## config.mk

```make
export PLATFORM = sky130hd
export DESIGN_NAME = ign_fifo
export DESIGN_NICKNAME = d
export VERILOG_FILES = /design/src/hw/rtl/ign_pkg.sv /design/src/hw/rtl/ign_fifo.sv
export SDC_FILE = /design/constraint.sdc
export NUM_CORES = 1
export LEC_CHECK = 0
export BUFFER_PORTS_ARGS = -buffer_cell sky130_fd_sc_hd__buf_2
export CELL_PAD_IN_SITES_DETAIL_PLACEMENT = 0
export CELL_PAD_IN_SITES_GLOBAL_PLACEMENT = 1
export CORE_MARGIN = 2
export CORE_UTILIZATION = 40
export DETAILED_ROUTE_END_ITERATION = 10
export GPL_TIMING_DRIVEN = 1
export PLACE_DENSITY = 0.73
export SLEW_MARGIN = 20
export SYNTH_ARGS = -nofsm -noshare
export SYNTH_HDL_FRONTEND = slang
export SYNTH_SLANG_ARGS = --single-unit
```

## constraint.sdc

```tcl
create_clock -name clock -period 3.5 [get_ports clock]
set_clock_uncertainty 0.15 [all_clocks]
set_input_delay 0.7 -clock clock [delete_from_list [all_inputs] [get_ports clock]]
set_output_delay 0.7 -clock clock [all_outputs]
set_load 0.01 [all_outputs]
```

## src/hw/rtl/ign_pkg.sv

```systemverilog
package ign_pkg;

   // Number formats.
   localparam int FRAC_BITS = 16;
   localparam int TABLE_SIZE = 256;
   localparam int TBL_AW = $clog2(TABLE_SIZE);
   localparam int TBL_DW = 8;
   localparam int COORD_W = 32;
   localparam int OUT_W = 17;

   // Packed channel widths.
   localparam int REQ_DATA_W = 112;
   localparam int RSP_DATA_W = 24;

   // Queue between the front and the back.
   localparam int QUEUE_DEPTH = 4;
   localparam int QPTR_W = $clog2(QUEUE_DEPTH);
   localparam int QCNT_W = $clog2(QUEUE_DEPTH + 1);

   // Number of table copies that serve the hash reads of one item per cycle while the pipeline moves.
   localparam int RAM_COPIES = 7;

   typedef enum logic {
      OP_LOAD   = 1'b0,
      OP_SAMPLE = 1'b1
   } opcode_type;

   // One classified item as it sits in the queue.
   typedef struct packed {
      opcode_type             op;
      logic [TBL_DW-1:0]      tbl_idx;
      logic [TBL_DW-1:0]      tbl_val;
      logic [TBL_AW-1:0]      cell_x;
      logic [TBL_AW-1:0]      cell_y;
      logic [TBL_AW-1:0]      cell_z;
      logic [FRAC_BITS-1:0]   frac_x;
      logic [FRAC_BITS-1:0]   frac_y;
      logic [FRAC_BITS-1:0]   frac_z;
   } cmd_type;

   // Status of the back end, seen by the top level.
   typedef struct packed {
      logic load_take;
      logic s1_busy;
   } bk_stat_type;

endpackage

```

## src/hw/rtl/ign_fifo.sv

```systemverilog
module ign_fifo (
   input  logic                           clock,
   input  logic                           reset,
   input  logic                           push,
   input  ign_pkg::cmd_type               push_data,
   output logic                           full,
   input  logic                           pop,
   output logic                           head_valid,
   output ign_pkg::cmd_type               head,
   output logic [ign_pkg::QCNT_W-1:0]     count
);

   ign_pkg::cmd_type              mem_ff [ign_pkg::QUEUE_DEPTH];
   logic [ign_pkg::QPTR_W-1:0]    wr_ptr_ff, wr_ptr_in;
   logic [ign_pkg::QPTR_W-1:0]    rd_ptr_ff, rd_ptr_in;
   logic [ign_pkg::QCNT_W-1:0]    count_ff, count_in;

   assign full       = (count_ff == ign_pkg::QCNT_W'(ign_pkg::QUEUE_DEPTH));
   assign head_valid = (count_ff != '0);
   assign head       = mem_ff[rd_ptr_ff];
   assign count      = count_ff;

   // Pointer and fill count update.
   always_comb begin
      wr_ptr_in = wr_ptr_ff;
      rd_ptr_in = rd_ptr_ff;
      count_in  = count_ff;
      if (push) begin
         wr_ptr_in = wr_ptr_ff + 1'b1;
      end
      if (pop) begin
         rd_ptr_in = rd_ptr_ff + 1'b1;
      end
      if (push && !pop) begin
         count_in = count_ff + 1'b1;
      end else if (!push && pop) begin
         count_in = count_ff - 1'b1;
      end
   end

   always_ff @(posedge clock) begin
      if (reset) begin
         wr_ptr_ff <= '0;
         rd_ptr_ff <= '0;
         count_ff  <= '0;
      end else begin
         wr_ptr_ff <= wr_ptr_in;
         rd_ptr_ff <= rd_ptr_in;
         count_ff  <= count_in;
      end
   end

   // Entry storage.
   always_ff @(posedge clock) begin
      if (push) begin
         mem_ff[wr_ptr_ff] <= push_data;
      end
   end

endmodule

```

* Yosys cells after proc, flatten, opt, wreduce, memory -nomap -nowiden *
Memory sizes are Yosys's and may differ from the RTL's. A register that Yosys moved wholly into a read port is not among the register bits.
Cells that the tools add are included.

word-level totals
  register bits = 7
  RAM bits = 356
  input bits = 93
  output and inout bits = 94
  logic and storage cells = 21
  memories = 1

memories
  name    depth  bits a word  read ports  clocked after memory_dff  wr ports  RTL line        RTL
  mem_ff  4      89           1           1                         1         ign_fifo.sv:13  ign_pkg::cmd_type mem_ff [ign_pkg::QUEUE_DEPTH];

operators by class
  $add $sub $neg = 4
  equal/unequal tests = 1
  multiplexer cells = 6
  reduce and logical (&&, ||, !) cells = 6

operators with widths
  kind                                                                count
  3-bit two-way mux                                                   2
  2-bit by 1-bit adder with 2-bit output, second input constant       2
  2-bit two-way mux                                                   2
  3-bit by 1-bit adder with 3-bit output, second input constant       1
  3-bit == test, second input constant                                1
  3-bit nonzero test                                                  1
  3-bit by 1-bit subtractor with 3-bit output, second input constant  1
  1-bit logical AND                                                   2
  1-bit zero test                                                     2
  1-bit two-way mux                                                   2
  2-bit nonzero test                                                  1

* Logic depth before layout (Yosys ltp) *
Gate-level depths: netlist (run 1).

  depth after elaboration = 4
  mapped depth = 7
  gate-level depth less buffers = 7

* Worst setup path after synthesis (run 1) *
OpenSTA, ideal clock, no wires.

  path kind = input to register
  start point = input port push
  end point = memory mem_ff[0][0] (netlist name) (enable)
  setup time = 0.457 ns
  arrival = 2.764 ns
  required time = 2.893 ns
  setup slack = 0.129 ns
  cell stages on the path = 1
  path buffers = 0
  cells stage by stage = and2_1

on the way
  cells in the longest elaborated chain, start to end = 2

ends and longest elaborated chain
  what                                     RTL line        RTL
  start: declaration                       ign_fifo.sv:4   input logic push,
  1-bit two-way mux                        ign_fifo.sv:55  if (push) begin
  1-bit two-way mux (not written as such)  ign_fifo.sv:56  mem_ff[wr_ptr_ff] <= push_data;
  end: declaration                         ign_fifo.sv:13

Every way passes these cells.

==> results.md, run 1 <==
- Outcome: finished, final reports clean
- Slew at the pin with the worst max-slew slack: 0.589 ns
- Reg2Reg Setup Slack: 1.59 ns
- Hold Crit Depth: 1
- Final setup viols: 0
- Dpl ws: 0.847 ns
- Initial antenna violation count: 3
- Register cell area after layout: 0.0109 sq mm
- Non-Filler Instances: between 1000 and 1500
- # clock sinks: 365
- # hold bufs at CTS: 0
- H-tree Lvls: 2
- Seq/Total Area, Yosys: between 80% and 90%
- Synthesis Warnings: 0
- Antenna-violating nets left: 0
- Post-CTS setup buffer count: 0
- Sum Neg Setup Slack: 0 ns
- GRT Total Usage: 14.3%
- Vias/cell: about 5.0
- Reg2Reg Depth: 4
- DRT Pass-1 Iters: 4
- Commonest non-fill, non-tap cell in the layout: edfxtp_1
- # fillers: 2638
- Number of port buffers: 186
- Number of synthesized register bits: ~370
- Crit Path Max Fanout: 34
- Maxcap violations: 0
- Pin count of the biggest net entering global routing: 90
- CP arrival: 2.26 ns
- Layout cells sized above 1: 45.7%
- CTS tree: built
- Fin crit period: slightly above 3 ns
- Row cnt: 66
- Max clock buf depth: 3
- Synth Cell Area: ~0.013 sq mm
- Reg clk slew, reported paths: 0.06 ns
- Routed WL: 24.5 mm
- Die Area: 0.0346 sq mm
- Post-synthesis cell type count: 21
- Post-Synthesis Cells: 509
- Pleak: around 5.4 nW
- RePlAce Congestion: 0.710
- Final core utilization: 49.1%
- Slew Viols, Final: 0
- DR WL met3: 1.50 mm
- Hold_ws: roughly 0.25 ns
- Io pins: 187
- Critical setup path kind: reg -> out
- Leading cell types in the layout, fill and taps excluded: 356 x edfxtp_1, 186 x buf_2, 89 x mux4_2, 39 x clkbuf_16
- Nets: approximately 820
- Multi-input gate area: 0.00225 sq mm
- Startpoint Class: flip-flop
- Worst setup margin: a little under 0.4 ns
- Mapped Nets: 608
- Met2 routed wirelength: 12.3 mm
- RSZ-0062 raised after global routing: false
- Core area: 0.0325 sq mm
- Drc violations: 0
- Vias in the first global route: around 6500
- GR Overflow Total: 0
- Initial Util: 40.7%
- CTS buffer count: 37
- Required time worst endpoint: 2.65 ns
- Avg Inst Size Synth: between 20 and 30 sq um
- Die H: 186 um
- CTS root buffer: clkbuf_16
- Cell area power density: 612 mW/mm^2
- Max-slew headroom: approximately 61%
- Mean routed wirelength per cell: 20.5 um
- CP max stage cell: dfxtp_4
- Cell chain of the critical path: buf_12 -> mux4_2 -> buf_2
- Latest clock arrival within the worst-skew pair: approximately 0.5 ns
- Slowest Stage Delay on Critical Path: 0.64 ns
- Final hold violation count: 0
- Placed insts: 1127
- Top Metal Used: met5
- Hold crit path type: in -> reg
- DIE WIDTH: 186 um
- First-pass GRT wire length: roughly 37 mm
- Area delta synth->final: 20.6%
- Final period util: 88.9%
- VDD IR max: 0.350 mV
- Crit end category: primary output
- Vias: 5975
- Post-Route M1 WL: 10.3 mm
- Iter 0 DRT Violations: approximately 460
- Post-DP HPWL: 14.5 mm
- Post-CTS resize count: 0
- FMAX: 321 MHz
## stage by stage
step | total power, mW | cell area (sq um)
after floorplan | 5.72 | 13200
after global placement | 6.09 | 14800
after detailed placement | 6.12 | 14800
after CTS | 9.91 | 16000
after global routing | 10.2 | 16000
final | 9.79 | 16000
## layout make-up
type / instances / share of cell area (%)
inverter: 4 / 0.0940
sequential: 365 / 68.1
clock inverter: 21 / 1.12
antenna: 1 / 0.0157
multi-input combinational: 119 / 14.1
tap: 442 / 3.46
timing repair buffer: 197 / 6.89
clock buffer: 47 / 6.30
## worst paths after layout
kind,end,from
worst max-delay path,head[50],flip-flop
worst min-delay path,mem_ff[2][56],push_data[56]
worst max register to register,mem_ff[1][49],wr_ptr_ff[1]
worst min register to register,rd_ptr_ff[1],rd_ptr_ff[1]
## registers in the layout (all words and copies together) (netlist names), named ones only
signal and cells:
rd_ptr_ff 2, mem_ff 356, count 3, wr_ptr_ff 2
## power by group
part / internal, mW / switching [mW]
logic: 0.427 / 0.476
registers: 5.02 / 0.0793
clock network: 2.26 / 1.52
## critical path: cells and delay by family, from the launching register on
family / cells / cell delay, ns
buffers and inverters: 2 / 0.49
DFF: 1 / 0.64
muxes: 1 / 0.57
## Yosys cell counts (all sizes together)
master,n,area [sq um]
clkbuf,8,30.0
a21oi,1,5.00
nor2,7,26.3
xor2,3,26.3
buf,13,96.3
edfxtp,356,10700
fa,1,20.0
mux4,89,2000
ha,5,62.6
o21ai,1,5.00
nand2,1,3.75
xnor2,2,17.5
and2,4,25.0
nor3b,1,7.51
dfxtp,9,180
mux2i,2,20.0
or3,2,12.5
inv,4,15.0
## kinds of logic after synthesis
family          Yosys count  share of synthesized area (%)
fa+ha+maj                 6                          0.623
mux                      91                           15.3
flops                   365                           82.1
compound gates            2                         0.0755
simple gates             15                          0.567
buf+inv                  25                           1.07
xor+xnor                  5                          0.331
## per-layer routing
metal / up-vias / global-route usage [%]
met1: 3131 / 18.4
met4: 4 / 3.65
met2: 185 / 24.4
li1: 2612 / -
met3: 43 / 3.42
met5: - / 0
Note: power is estimated with default switching activity, not from simulation.
==> run 2, diff against run 1 <==
SETUP_SLACK_MARGIN = 0.4   (was not set)
==> results.md, run 2 (synthesized netlist as in run 1, its figures left out) <==
- Outcome: finished, final reports clean
- Routed WL: 24.8 mm (+1.0%)
- Required time worst endpoint: 2.65 ns (about the same)
- CTS buffer count: 38 (+2.7%)
- Initial Util: 40.7% (unchanged)
- Register cell area after layout: 0.0109 sq mm (unchanged)
- Final setup viols: 0 (unchanged)
- RePlAce Congestion: 0.661 (-6.9%)
- Reg2Reg Depth: 4 (unchanged)
- Vias/cell: 4.95 (-0.90%)
- # clock sinks: 365 (unchanged)
- Pin count of the biggest net entering global routing: 51 (-43%)
- Post-CTS resize count: 0 (unchanged)
- Reg-to-reg critical path startpoint: wr_ptr_ff[0]
- Crit end category: primary output
- Antenna-violating nets left: 0 (unchanged)
- CTS tree: built
- Placed insts: 1128 (+0.089%)
- Reg2Reg Setup Slack: 1.46 ns (-0.13 ns)
- Nets: 825 (+0.24%)
- Leading cell types in the layout, fill and taps excluded: 356 x edfxtp_1, 186 x buf_2, 89 x mux4_2, 41 x clkbuf_16, 9 x clkbuf_1
- Largest register FFs: 356 (unchanged)
- CTS root buffer: clkbuf_16
- Slowest Stage Delay on Critical Path: 0.60 ns (-0.04 ns)
- Area delta synth->final: 21.2%
- Die Area: 0.0346 sq mm (unchanged)
- Non-Filler Instances: 1196 (unchanged)
- Io pins: 187 (unchanged)
- Startpoint Class: flip-flop
- Vias: 5921 (-0.90%)
- GRT Total Usage: 14.4% (+0.078 points)
- Post-DP HPWL: 15.2 mm (+4.6%)
- Slew at the pin with the worst max-slew slack: 0.678 ns (+0.0896 ns)
- Pleak: 5.39 nW (+0.61%)
- Hold Crit Depth: 1 (unchanged)
- Max-slew headroom: 54.8% (-6.0 points)
- RSZ-0062 raised after global routing: false
- GR Overflow Total: 0 (unchanged)
- Worst setup margin: 0.596 ns (+0.209 ns)
- First-pass GRT wire length: 37.0 mm (+0.36%)
- Number of port buffers: 186 (unchanged)
- # fillers: 2638 (unchanged)
- Reg clk slew, reported paths: 0.06 ns (about the same)
- Commonest non-fill, non-tap cell in the layout: edfxtp_1
- Vias in the first global route: 6562 (+0.52%)
- Largest Register: mem_ff
- DIE WIDTH: 186 um (unchanged)
- Final hold violation count: 0 (unchanged)
- FF-to-FF End: mem_ff[2][32]
- Final Power: 9.98 mW (+2.0%)
- Initial antenna violation count: 3 (unchanged)
- Min-delay src: push_data[25]
- DRT Pass-1 Iters: 6 (+2)
- Hold Path End: mem_ff[2][25]
- Slew Viols, Final: 0 (unchanged)
- Fin crit period: 2.90 ns (-0.209 ns)
- Crit Path Max Fanout: 49 (+44%)
- # hold bufs at CTS: 0 (unchanged)
- Mean routed wirelength per cell: 20.7 um (+1.0%)
- Layout cells sized above 1: 45.7% (+0.061 points)
- Multi-input gate area: 0.00225 sq mm (unchanged)
- Sum Neg Setup Slack: 0 ns (unchanged)
- CP arrival: 2.05 ns (-0.21 ns)
- Iter 0 DRT Violations: 388 (-15%)
- Final core utilization: 49.3% (+0.22 points)
- Die H: 186 um (unchanged)
- Row cnt: 66 (unchanged)
- VDD IR max: 0.359 mV (+2.7%)
- Critical setup path kind: reg -> out
- Core area: 0.0325 sq mm (unchanged)
- CP max stage cell: dfxtp_4
- FMAX: 344 MHz (+7.2%)
- Cell chain of the critical path: buf_12 -> mux4_2 -> buf_2
- Latest clock arrival within the worst-skew pair: 0.50 ns (about the same)
- Cell area power density: 622 mW/mm^2 (+1.5%)
- Drc violations: 0 (unchanged)
- Max clock buf depth: 3 (unchanged)
- Hold crit path type: in -> reg
- Dpl ws: 1.06 ns (+0.213 ns)
- Final period util: 83.0% (-6.0 points)
- H-tree Lvls: 2 (unchanged)
- Maxcap violations: 0 (unchanged)
- Post-CTS setup buffer count: 0 (unchanged)
## run 2: changes by cell type in the layout (fill, tap and decap cells not counted), sizes merged
cell and delta:
clkinv -5, buf +1, clkinvlp -1, diode +1
bufinv +1, clkbuf +4, inv -1
## run 2: critical path, delay by kind of cell, from the launching register on
family	cells	cell delay, ns
flip-flops	1	0.60
buffers and inverters	2	0.51
multiplexers	1	0.41
## run 2: worst max-delay path by stage
stage                   start             to  cells after the start  slack, ns
global route        flip-flop       head[75]                      3       0.47
finish              flip-flop       head[75]                      3       0.60
floorplan                push   mem_ff[1][0]                      1       1.10
global placement    flip-flop       head[75]                      3       1.08
CTS                 flip-flop       head[75]                      3       0.52
detailed placement       push  mem_ff[3][31]                      3       1.06
## run 2: cell type report
cell class,count,share of cell area [%]
Antenna cell,2,0.0312
Clock buffer,51,6.69
Clock inverter,15,1.08
Inverter,4,0.0935
Multi-Input combinational cell,119,14.0
Sequential cell,365,67.8
Tap cell,442,3.45
Timing Repair Buffer,198,6.91
## run 2: metal layers
layer | global-route usage [%] | up-vias | share of wire (%)
met5 | 0 | - | 0.052
met4 | 3.50 | 2 | 1.5
met3 | 3.82 | 34 | 6.3
met2 | 25.2 | 169 | 51
met1 | 17.7 | 3090 | 41
li1 | - | 2626 | -
## run 2: through the flow
stage               hold WS, ns  area, sq um
floorplan                 0.335        13300
CTS                       0.229        16000
finish                    0.254        16100
detailed placement        0.359        14800
global route              0.228        16000
global placement          0.336        14800
## run 2: power by group
part | internal (mW) | switching [mW]
Sequential | 5.02 | 0.0608
Clock | 2.44 | 1.53
Combinational | 0.428 | 0.500
Total | 7.89 | 2.09
